## config.mk

```make
export PLATFORM = sky130hd
export DESIGN_NAME = three_level_stable_priority_queue_core
export DESIGN_NICKNAME = d
export VERILOG_FILES = /design/src/hdl/spq_pkg.sv /design/src/hdl/spq_cell.sv /design/src/hdl/three_level_stable_priority_queue_core.sv
export SDC_FILE = /design/constraint.sdc
export NUM_CORES = 1
export LEC_CHECK = 0
export ABC_AREA = 1
export BUFFER_PORTS_ARGS = -buffer_cell sky130_fd_sc_hd__buf_2
export CORE_MARGIN = 10
export CORE_UTILIZATION = 43
export CTS_CLUSTER_DIAMETER = 150
export DETAILED_ROUTE_END_ITERATION = 16
export HOLD_SLACK_MARGIN = 0.08
export PLACE_DENSITY = 0.58
export SLEW_MARGIN = 20
export SYNTH_ARGS = -nofsm -noshare
export SYNTH_HDL_FRONTEND = slang
export SYNTH_SLANG_ARGS = --single-unit
```

## constraint.sdc

```tcl
create_clock -name i_clk -period 5.44 [get_ports i_clk]
set_input_delay 0.816 -clock i_clk [delete_from_list [all_inputs] [get_ports i_clk]]
set_output_delay 0.816 -clock i_clk [all_outputs]
set_load 0.01 [all_outputs]
```

## src/hdl/spq_pkg.sv

```systemverilog
// Shared types, codes and constants of the three-level stable priority queue.
package spq_pkg;

    localparam int unsigned DEF_QUEUE_DEPTH = 16;

    localparam int unsigned CUST_W   = 16;
    localparam int unsigned LEVEL_W  = 2;
    localparam int unsigned TICKET_W = 14;
    localparam int unsigned YEAR_W   = 14;
    localparam int unsigned LIMIT_W  = 5;
    localparam int unsigned STATUS_W = 2;
    localparam int unsigned CFG_IDX_W  = 2;
    localparam int unsigned CFG_DATA_W = 14;

    localparam logic [TICKET_W-1:0] TICKET_LAST     = TICKET_W'(9999);
    localparam logic [YEAR_W-1:0]   YEAR_RESET      = YEAR_W'(2013);
    localparam logic [LIMIT_W-1:0]  LIMIT_RESET     = LIMIT_W'(11);

    // Input word layout
    localparam int unsigned IN_CUST_LSB  = 0;
    localparam int unsigned IN_WARR_BIT  = 16;
    localparam int unsigned IN_YEAR_LSB  = 17;
    localparam int unsigned IN_TDATA_W   = 32;

    // Output word layout; remaining sits on top, its width follows the depth
    localparam int unsigned OUT_TICKET_LSB = 0;
    localparam int unsigned OUT_CUST_LSB   = 14;
    localparam int unsigned OUT_LEVEL_LSB  = 30;
    localparam int unsigned OUT_REM_LSB    = 32;

    localparam logic CMD_INSERT = 1'b0;
    localparam logic CMD_SERVE  = 1'b1;

    localparam logic [STATUS_W-1:0] STATUS_INSERTED      = 2'd0;
    localparam logic [STATUS_W-1:0] STATUS_SERVED        = 2'd1;
    localparam logic [STATUS_W-1:0] STATUS_REFUSED_FULL  = 2'd2;
    localparam logic [STATUS_W-1:0] STATUS_REFUSED_EMPTY = 2'd3;

    localparam logic [LEVEL_W-1:0] LEVEL_NONE   = 2'd0;
    localparam logic [LEVEL_W-1:0] LEVEL_URGENT = 2'd1;
    localparam logic [LEVEL_W-1:0] LEVEL_RECENT = 2'd2;
    localparam logic [LEVEL_W-1:0] LEVEL_OTHER  = 2'd3;

    localparam logic [CFG_IDX_W-1:0] REG_YEAR_THRESHOLD = 2'd0;
    localparam logic [CFG_IDX_W-1:0] REG_ENTRY_LIMIT    = 2'd1;

    typedef struct packed {
        logic [CUST_W-1:0]   customer;
        logic [LEVEL_W-1:0]  level;
        logic [TICKET_W-1:0] ticket;
    } t_spq_entry;

    // Broadcast from the control to every cell
    typedef struct packed {
        logic       ins;
        logic       srv;
        t_spq_entry new_e;
    } t_spq_ctrl;

endpackage

```

## src/hdl/spq_cell.sv

```systemverilog
// One cell of the sorted chain: holds one entry, keeps, takes the new word or shifts.
module spq_cell
    import spq_pkg::*;
#(
    parameter int unsigned CELL_IDX = 0,
    parameter int unsigned CNT_W    = 5
) (
    input  logic             i_clk,
    input  t_spq_ctrl        i_ctrl,
    input  logic [CNT_W-1:0] i_count,
    input  logic             i_prev_keep,
    input  t_spq_entry       i_prev_e,
    input  t_spq_entry       i_next_e,
    output logic             o_keep,
    output t_spq_entry       o_e
);

    localparam logic [CNT_W-1:0] IDX = CNT_W'(CELL_IDX);

    t_spq_entry r_e;
    t_spq_entry n_e;
    logic       occupied;

    // Occupied cells form a prefix; an entry stays put when it ranks at or above the new one
    assign occupied = IDX < i_count;
    assign o_keep   = occupied && (r_e.level <= i_ctrl.new_e.level);
    assign o_e      = r_e;

    always_comb begin
        n_e = r_e;
        if (i_ctrl.ins) begin
            if (!o_keep) begin
                n_e = i_prev_keep ? i_ctrl.new_e : i_prev_e;
            end
        end else if (i_ctrl.srv) begin
            n_e = i_next_e;
        end
    end

    always_ff @(posedge i_clk) begin
        r_e <= n_e;
    end

endmodule

```

## src/hdl/three_level_stable_priority_queue_core.sv

```systemverilog
// Top level of the three-level stable priority queue: control, chain of cells, output stage.
//
// Usage
//   Requests arrive on the slave stream (s_*). s_tuser carries the command:
//   insert a repair order or serve the best one. Results leave on the master
//   stream (m_*), one word per request; m_tuser carries the status.
//   Two registers are written through the plain write port (i_cfg_*): the
//   model-year threshold and the entry limit. Write them only while idle.
// Throughput
//   One request per cycle while the output is not stalled. A result appears
//   in the output register in the cycle after its request is taken. The
//   queue is a row of QUEUE_DEPTH cells kept sorted by level and arrival;
//   every cell decides locally whether to hold, load the new word or take its
//   neighbour's word, so insert and serve never walk the row, whatever the fill.
// Reset
//   i_rst_n is synchronous, active low. It empties the queue, zeroes the
//   ticket count and loads the register defaults (2013 and 11). No clearing
//   pass follows; the block takes requests as soon as reset is released.
// Stall
//   The output register holds its word while m_tready is low; s_tready then
//   drops, and no request is taken until the held word leaves.
module three_level_stable_priority_queue_core
    import spq_pkg::*;
#(
    parameter int unsigned QUEUE_DEPTH = DEF_QUEUE_DEPTH,
    localparam int unsigned CNT_W      = $clog2(QUEUE_DEPTH + 1),
    localparam int unsigned OUT_W      = OUT_REM_LSB + CNT_W,
    localparam int unsigned OUT_TDATA_W = ((OUT_W + 7) / 8) * 8
) (
    input  logic                   i_clk,
    input  logic                   i_rst_n,
    // customer_id [15:0], in_warranty [16], model_year [30:17], zero [31]
    input  logic [IN_TDATA_W-1:0]  s_tdata,
    // cmd [0]
    input  logic                   s_tuser,
    input  logic                   s_tvalid,
    output logic                   s_tready,
    // ticket [13:0], served_customer [29:14], priority_level [31:30],
    // remaining [32+CNT_W-1:32], zero above
    output logic [OUT_TDATA_W-1:0] m_tdata,
    // status [1:0]
    output logic [STATUS_W-1:0]    m_tuser,
    output logic                   m_tvalid,
    input  logic                   m_tready,
    input  logic                   i_cfg_we,
    input  logic [CFG_IDX_W-1:0]   i_cfg_idx,
    input  logic [CFG_DATA_W-1:0]  i_cfg_wdata
);

    localparam int unsigned CMP_W = (CNT_W > LIMIT_W) ? CNT_W : LIMIT_W;
    localparam logic [CMP_W-1:0] DEPTH_C = CMP_W'(QUEUE_DEPTH);

    // Configuration registers
    logic [YEAR_W-1:0]  r_year_thr;
    logic [LIMIT_W-1:0] r_limit;

    // Queue control state
    logic [CNT_W-1:0]    r_count;
    logic [CNT_W-1:0]    n_count;
    logic [TICKET_W-1:0] r_ticket;
    logic [TICKET_W-1:0] n_ticket;

    // Output stage
    logic                r_out_valid;
    logic [STATUS_W-1:0] r_status;
    t_spq_entry          r_res;
    logic [CNT_W-1:0]    r_rem;
    logic [STATUS_W-1:0] n_status;
    t_spq_entry          n_res;

    logic                accept;
    logic                full;
    logic                empty;
    logic [YEAR_W-1:0]   in_year;
    logic [LEVEL_W-1:0]  new_level;
    t_spq_ctrl           ctrl;

    t_spq_entry          cell_e    [QUEUE_DEPTH];
    logic                cell_keep [QUEUE_DEPTH];

    assign s_tready = !r_out_valid || m_tready;
    assign accept   = s_tvalid && s_tready;

    assign in_year = s_tdata[IN_YEAR_LSB +: YEAR_W];
    assign full    = (CMP_W'(r_count) >= CMP_W'(r_limit)) || (CMP_W'(r_count) >= DEPTH_C);
    assign empty   = (r_count == '0);

    // Warranty wins; then recent model years; everything else last
    always_comb begin
        if (s_tdata[IN_WARR_BIT]) begin
            new_level = LEVEL_URGENT;
        end else if (in_year > r_year_thr) begin
            new_level = LEVEL_RECENT;
        end else begin
            new_level = LEVEL_OTHER;
        end
    end

    assign ctrl.ins            = accept && (s_tuser == CMD_INSERT) && !full;
    assign ctrl.srv            = accept && (s_tuser == CMD_SERVE) && !empty;
    assign ctrl.new_e.customer = s_tdata[IN_CUST_LSB +: CUST_W];
    assign ctrl.new_e.level    = new_level;
    assign ctrl.new_e.ticket   = r_ticket;

    // Build the result word and the next count and ticket
    always_comb begin
        n_count  = r_count;
        n_ticket = r_ticket;
        n_status = STATUS_REFUSED_EMPTY;
        n_res    = '0;
        if (s_tuser == CMD_INSERT) begin
            if (full) begin
                n_status = STATUS_REFUSED_FULL;
            end else begin
                n_status     = STATUS_INSERTED;
                n_res.level  = new_level;
                n_res.ticket = r_ticket;
                n_count      = r_count + CNT_W'(1);
                n_ticket     = (r_ticket == TICKET_LAST) ? '0 : r_ticket + TICKET_W'(1);
            end
        end else if (!empty) begin
            // Head cell holds the lowest level, earliest arrival
            n_status = STATUS_SERVED;
            n_res    = cell_e[0];
            n_count  = r_count - CNT_W'(1);
        end
    end

    // Chain of cells; the head has no upstream neighbour and always sees "keep"
    for (genvar g = 0; g < QUEUE_DEPTH; g++) begin : g_cell
        logic       prev_keep;
        t_spq_entry prev_e;
        t_spq_entry next_e;

        if (g == 0) begin : g_head
            assign prev_keep = 1'b1;
            assign prev_e    = cell_e[g];
        end else begin : g_body
            assign prev_keep = cell_keep[g-1];
            assign prev_e    = cell_e[g-1];
        end

        if (g == QUEUE_DEPTH - 1) begin : g_tail
            assign next_e = cell_e[g];
        end else begin : g_mid
            assign next_e = cell_e[g+1];
        end

        spq_cell #(
            .CELL_IDX (g),
            .CNT_W    (CNT_W)
        ) u_cell (
            .i_clk       (i_clk),
            .i_ctrl      (ctrl),
            .i_count     (r_count),
            .i_prev_keep (prev_keep),
            .i_prev_e    (prev_e),
            .i_next_e    (next_e),
            .o_keep      (cell_keep[g]),
            .o_e         (cell_e[g])
        );
    end

    // Configuration writes; unknown indexes drop
    always_ff @(posedge i_clk) begin
        if (!i_rst_n) begin
            r_year_thr <= YEAR_RESET;
            r_limit    <= LIMIT_RESET;
        end else if (i_cfg_we) begin
            case (i_cfg_idx)
                REG_YEAR_THRESHOLD: r_year_thr <= i_cfg_wdata[YEAR_W-1:0];
                REG_ENTRY_LIMIT:    r_limit    <= i_cfg_wdata[LIMIT_W-1:0];
                default:            ;
            endcase
        end
    end

    // Advance count and ticket on each accepted word
    always_ff @(posedge i_clk) begin
        if (!i_rst_n) begin
            r_count  <= '0;
            r_ticket <= '0;
        end else if (accept) begin
            r_count  <= n_count;
            r_ticket <= n_ticket;
        end
    end

    // Output register: load on accept, clear valid once taken
    always_ff @(posedge i_clk) begin
        if (!i_rst_n) begin
            r_out_valid <= 1'b0;
        end else if (accept) begin
            r_out_valid <= 1'b1;
        end else if (m_tready) begin
            r_out_valid <= 1'b0;
        end
    end

    always_ff @(posedge i_clk) begin
        if (accept) begin
            r_status <= n_status;
            r_res    <= n_res;
            r_rem    <= n_count;
        end
    end

    assign m_tvalid = r_out_valid;
    assign m_tuser  = r_status;

    always_comb begin
        m_tdata = '0;
        m_tdata[OUT_TICKET_LSB +: TICKET_W] = r_res.ticket;
        m_tdata[OUT_CUST_LSB +: CUST_W]     = r_res.customer;
        m_tdata[OUT_LEVEL_LSB +: LEVEL_W]   = r_res.level;
        m_tdata[OUT_REM_LSB +: CNT_W]       = r_rem;
    end

endmodule

```

; ---- Word-level counts from Yosys, hierarchy flattened
; Index checks and enable logic that the tools add are counted.
; Widths: inputs -> output; s select.
[word_totals]
reg_bits = 590
input_bits = 54
out_inout_bits = 44
word_cells = 240
[classes]
n_addsub = 3
magnitude_cmp = 35
eq_ne = 17
muxes = 74
bitwise = 3
n_reduce_logical = 50
[op_table]
columns = op, count
row1 = $mux 32, 60
row2 = $mux 16, 3
row3 = $lt 4x5->1 const A, 8
row4 = $reduce_and 2->1, 18
row5 = $le 2x2->1, 16
row6 = $ne 2x2->1 const B, 15
row7 = $logic_and 1x1->1, 21
row8 = $lt 3x5->1 const A, 4
row9 = $mux 5, 3
row10 = $add 14x1->14 const B, 1
row11 = $eq 14x14->1 const B, 1
row12 = $gt 14x14->1, 1
row13 = $mux 14, 1
row14 = $lt 1x5->1 const A, 2
row15 = $lt 2x5->1 const A, 2
row16 = $mux 2, 4
row17 = $add 5x1->5 const B, 1
row18 = $ge 5x5->1, 1
row19 = $ge 5x5->1 const B, 1
row20 = $logic_not 5->1, 1
row21 = $sub 5x1->5 const B, 1
row22 = $reduce_bool 2->1, 2
row23 = $logic_not 1->1, 3
row24 = $mux 1, 3
row25 = other kinds (6), 9

; ---- Depth between registers and ports, before layout
[logic_depth]
ltp_word = 8
ltp_mapped = 19
ltp_nobuf = 18

; ---- By module
; A second synthesis with hierarchy kept.
[hier_totals]
cells_unflattened = 3564
area_unflattened_um2 = 30939.7
[modules_own_cells]
columns = mod, n_inst, cells_per_inst, area_per_inst_um2, seq_area_each_um2
row1 = spq_cell at g_cell[13].u_cell ..., 4, 192, 1680.4, 960.9
row2 = spq_cell at g_cell[1].u_cell ..., 3, 192, 1679.1, 960.9
row3 = three_level_stable_priority_queue_core, 1, 490, 4048.9, 1951.9
row4 = spq_cell at g_cell[0].u_cell ..., 2, 193, 1684.1, 960.9
row5 = spq_cell at g_cell[12].u_cell, 1, 197, 1697.9, 960.9
row6 = spq_cell at g_cell[10].u_cell, 1, 193, 1686.6, 960.9
row7 = spq_cell at g_cell[2].u_cell, 1, 192, 1682.9, 960.9
row8 = spq_cell at g_cell[14].u_cell, 1, 193, 1679.1, 960.9
row9 = spq_cell at g_cell[11].u_cell, 1, 190, 1675.4, 960.9
row10 = spq_cell at g_cell[7].u_cell, 1, 190, 1674.1, 960.9
row11 = spq_cell at g_cell[15].u_cell, 1, 189, 1667.8, 960.9

; ---- Worst setup path before layout
; No wires, ideal clock.
[synth_timing]
path_kind = input -> register
from = in m_tready
to = reg g_cell[14].u_cell.r_e, in the netlist g_cell[14].u_cell.o_e[0], enable pin
setup_time_ps = 466
arrival_ps = 5353
required_time_ps = 4974
path_slack_ps = -378
cell_stages = 7
n_path_buf = 1
path_cell_list = inv_1 -> a21oi_2 -> nand2_1 -> nor2_8 -> inv_2 -> clkbuf_1 -> o21ai_0
[synth_via]
elab_chain_len = 6
word_cells_on_any_way = 9
cone_classes = eq/ne: 1 / reduce/logical: 8
[synth_rtl]
columns = element, line_no
row1 = from (decl), three_level_stable_priority_queue_core.sv:44  ; input logic m_tready,
row2 = $logic_or 1x1->1 (*), three_level_stable_priority_queue_core.sv:81  ; assign s_tready = !r_out_valid || m_tready;
row3 = $logic_and 1x1->1 (*), three_level_stable_priority_queue_core.sv:82  ; assign accept = s_tvalid && s_tready;
row4 = net accept, three_level_stable_priority_queue_core.sv:71  ; logic accept;
row5 = $logic_and 1x1->1 (on tied branches) (2 in a row), "three_level_stable_priority_queue_core.sv:99, three_level_stable_priority_queue_core.sv:100"
row6 = $ne 2x2->1 (no source line) or $reduce_bool 2->1 (tied branches), -
row7 = $reduce_and 2->1 (no source line) (*), -
row8 = to (signal assigned), spq_cell.sv:41  ; r_e <= n_e;
row9 = to (decl), spq_cell.sv:20  ; t_spq_entry r_e;
; The timed path passes the listed nets; every way through them passes the cells marked *.
; A chain may end at the register's enable or synchronous reset.

==> run_summary.xml <==
<?xml version="1.0" encoding="UTF-8"?>
<metrics>
  <group name="detailed_routing">
    <metric name="detail_route.drc_violations" unit="">0</metric>
    <metric name="violation_count_after_the_first_detailed_route_iteration" unit="">2542</metric>
    <metric name="dr.pass1.iters" unit="">8</metric>
    <metric name="avgRoutedWirePerCell" unit="um">21.2</metric>
    <metric name="route.vias.total" unit="">23900</metric>
    <metric name="ant_nets" unit="">0</metric>
    <metric name="totalWireLength" unit="mm">90.7</metric>
    <metric name="viasPerCell" unit="">5.58</metric>
  </group>
  <group name="sta">
    <metric name="final_period_util" unit="%">73.2</metric>
    <metric name="fin_tns_setup" unit="ns">0</metric>
    <metric name="grt_setup_unrepaired" unit="">no</metric>
    <metric name="setup_violations" unit="">0</metric>
    <metric name="hold_violations" unit="">0</metric>
    <metric name="slew-limit-headroom" unit="%">29.6</metric>
    <metric name="timing.fmax" unit="GHz">0.251</metric>
    <metric name="tightest_slew" unit="ns">1.06</metric>
    <metric name="final.min_clock_period" unit="ns">3.98</metric>
    <metric name="clock-skew-final" unit="ns">0.0278</metric>
    <metric name="final_max_slew_viol_count" unit="">0</metric>
  </group>
  <group name="clock_network">
    <metric name="ctsRootBufferMaster" unit="">clkbuf_16</metric>
    <metric name="cts_inserted_buffers" unit="">68</metric>
    <metric name="cts_max_path_buffers" unit="">3</metric>
    <metric name="cts_tree" unit="">built</metric>
    <metric name="clock_latency_late_sink" unit="ns">0.60</metric>
    <metric name="cts_max_level" unit="">3</metric>
    <metric name="holdBufCountCts" unit="">0</metric>
    <metric name="path_clk_slew" unit="ns">0.06</metric>
    <metric name="cts.repair_timing.setup_buffer_count" unit="">0</metric>
    <metric name="cts.sink_count" unit="">590</metric>
    <metric name="cts_repair_resize_count" unit="">0</metric>
  </group>
  <group name="global_route">
    <metric name="antenna_found_initial" unit="">2</metric>
    <metric name="grt_max_degree" unit="">240</metric>
    <metric name="grt_pass1_wl" unit="mm">141</metric>
    <metric name="grt_pass1_vias" unit="">23600</metric>
    <metric name="global_route.usage.total" unit="%">22.9</metric>
    <metric name="gr-total-overflow" unit="">0</metric>
  </group>
  <group name="power">
    <metric name="power.share.clock" unit="%">34.7</metric>
    <metric name="power_leakage" unit="nW">16.1</metric>
    <metric name="power_per_cell_area" unit="nW/um^2">376</metric>
    <metric name="vdd_ir_drop_max" unit="V">0.000204</metric>
    <metric name="internal_power" unit="mW">8.65</metric>
    <metric name="netSwitchingPower" unit="mW">3.54</metric>
    <metric name="p_comb_share" unit="%">16.4</metric>
    <metric name="share_seq_of_total_power" unit="%">49.0</metric>
    <metric name="design_power" unit="mW">12.2</metric>
    <metric name="switching_share" unit="%">29.1</metric>
  </group>
  <group name="worst_setup_path">
    <metric name="required" unit="ns">5.78</metric>
    <metric name="worst_path_largest_cell_delay" unit="ns">0.54</metric>
    <metric name="timing.critical_path.from_type" unit="">flip-flop</metric>
    <metric name="critical-path-slowest-cell" unit="">nor2_8</metric>
    <metric name="r2r_start" unit="">r_count[0]</metric>
    <metric name="crit_start" unit="">r_count[0]</metric>
    <metric name="critical_path_data_arrival_time" unit="ns">4.32</metric>
    <metric name="path_cells" unit="">inv_1 &gt; ha_1 &gt; o21ai_1 &gt; nand2_2 &gt; nor2_8 &gt; inv_8 &gt; buf_12 &gt; buf_16 &gt; nand2_1 &gt; nand2_1</metric>
    <metric name="critPathKind" unit="">reg2reg</metric>
    <metric name="worstPathMaxFanout" unit="">155</metric>
    <metric name="worst_setup_path_end_kind" unit="">flip-flop</metric>
    <metric name="crit_path_frequent_cell" unit="">nand2_1</metric>
  </group>
  <group name="cells_and_area">
    <metric name="count_of_nets_after_finishing" unit="">3475</metric>
    <metric name="layout.area.seq" unit="sq um">17300</metric>
    <metric name="final_layout_size_suffix_gt1_share" unit="%">7.21</metric>
    <metric name="layout_filler_cell_count" unit="">6362</metric>
    <metric name="area_delta_synth_final" unit="%">11.2</metric>
    <metric name="multiInputGateArea" unit="sq um">10400</metric>
    <metric name="num_antenna_cells" unit="">0</metric>
  </group>
  <group name="yosys">
    <metric name="synth_top_cells_by_count" unit="">1,626 x nand2_1, 551 x edfxtp_1, 390 x o21ai_0</metric>
    <metric name="synth_flop_cell" unit="">edfxtp_1</metric>
    <metric name="seq_cells_post_synth" unit="">590</metric>
    <metric name="number_of_flops_mapped_to_enable_cells_by_yosys" unit="">551</metric>
    <metric name="netlist.area_leader.share" unit="%">56.8</metric>
    <metric name="post_synth_cell_types" unit="">29</metric>
    <metric name="netlist_instances" unit="">3340</metric>
    <metric name="synthesis.area" unit="sq um">29100</metric>
    <metric name="ranking_of_synthesized_cells_by_area" unit="">edfxtp_1 57%, nand2_1 21%, o21ai_0 6.7%</metric>
    <metric name="proportion_of_synthesized_chip_area_in_sequential_cells" unit="%">59.5</metric>
    <metric name="ys_async_rst_share" unit="%">0</metric>
    <metric name="synth_warnings" unit="">0</metric>
    <metric name="synthDominantAreaCellType" unit="">edfxtp_1</metric>
    <metric name="synth_area_per_cell" unit="sq um">8.73</metric>
    <metric name="yosysMostFrequentCell" unit="">nand2_1</metric>
  </group>
  <group name="placement">
    <metric name="finalWeightedCongestion" unit="">0.894</metric>
    <metric name="place_hpwl" unit="mm">59.9</metric>
    <metric name="port_buffers" unit="">93</metric>
  </group>
  <group name="floorplan">
    <metric name="io_pins" unit="">98</metric>
    <metric name="core_region_area" unit="sq um">67200</metric>
    <metric name="placementRows" unit="">95</metric>
    <metric name="die_height" unit="um">280</metric>
    <metric name="die_area" unit="sq um">78600</metric>
    <metric name="die_w" unit="um">280</metric>
    <metric name="initial_utilization" unit="%">43.4</metric>
  </group>
  <group name="worst_hold_path">
    <metric name="hp-start" unit="">i_cfg_wdata[8]</metric>
    <metric name="worst_hold_path_type" unit="">in2reg</metric>
  </group>
  <group name="run_status">
    <metric name="outcome" unit="">finished, final reports clean</metric>
  </group>
  <group name="flow_run">
    <metric name="max_cap_violations" unit="">0</metric>
  </group>
</metrics>
per-stage QoR:
step                hold slack (ns)  utilization (%)  setup WS (ns)  cell area (sq um)  std cells
floorplan                     0.433                -          0.488              29200       3342
global placement              0.444             45.3          0.985              30400       4170
detailed placement            0.453             45.3           1.00              30400       4170
CTS                           0.412             48.2           1.55              32400       4286
global route                  0.446             48.2           1.19              32400       4287
finish                        0.439             48.2           1.46              32400       4287
flip-flops by register name, summed over array words and instances, names as in the netlist:
signal             cells
r_limit                5
g_cell.u_cell.o_e    512
m_tuser                2
r_rem                  5
m_tvalid               1
r_count                5
r_year_thr            14
m_tdata               32
r_ticket              14
power groups by stage:
stage | logic (mW) | clock network (mW) | registers (mW)
5_1_grt | 2.23 | 4.49 | 6.02
2_1_floorplan | 1.27 | 0 | 5.96
6_report | 1.99 | 4.22 | 5.97
4_1_cts | 1.98 | 4.31 | 5.97
3_3_place_gp | 1.92 | 0 | 6.04
3_5_place_dp | 1.97 | 0 | 6.05
final timing paths:
| kind | end | slack, ns | cells past startpoint |
|---|---|---|---|
| worst max-delay path | g_cell[2].u_cell.o_e[22] | 1.46 | 10 |
| worst min-delay path | r_year_thr[8] | 0.44 | 3 |
| worst max register to register | g_cell[2].u_cell.o_e[22] | 1.46 | 10 |
| worst min register to register | r_year_thr[13] | 0.47 | 2 |
metal layers:
metal	up-vias	share of wire [%]	track usage, %
met5	-	0.014	0
met4	2	3.1	7.97
met3	141	7.4	3.27
met2	977	45	36.6
met1	11700	44	31.4
li1	11100	-	-
layout make-up:
type / instances / area share, %
multi-input cells: 2407 / 32.2
clock inverters: 29 / 0.490
well taps: 873 / 3.37
flip-flops and latches: 590 / 53.5
inverters: 148 / 1.74
repair buffers: 153 / 3.13
clock buffers: 87 / 5.60
cell families after synthesis:
kind of cell / count (synthesis) / share of synthesized area [%]
AOI/OAI and AO/OA: 595 / 10.3
DFF: 590 / 59.5
buffers and inverters: 345 / 4.88
xor gates and xnor gates: 5 / 0.150
adders and majority gates: 53 / 2.28
other: 1 / 0.0129
and+or+nand+nor: 1751 / 22.9
worst max-delay path: cells and delay by family (launching register included):
family | cells | cell delay (ns)
buffers and inverters | 4 | 1.30
flip-flops | 1 | 0.46
adder cells (fa/ha/maj) | 1 | 0.32
AO/OA/AOI/OAI | 1 | 0.37
AND/OR/NAND/NOR | 4 | 1.04
layout by cell type (no fill, tap or decap), types with 16 or more instances in the layout:
master	synthesis	layout
clkinv_1	2	17
a21oi_1	58	58
o21ai_1	136	136
dfxtp_1	39	39
nand2_1	1626	1626
o21ai_0	390	389
inv_1	145	144
clkbuf_16	0	69
buf_4	7	52
nand3_1	31	31
buf_2	74	93
ha_1	53	53
clkbuf_1	103	16
edfxtp_1	551	551
nor2_1	73	73
Power figures use the tool's default switching activity.
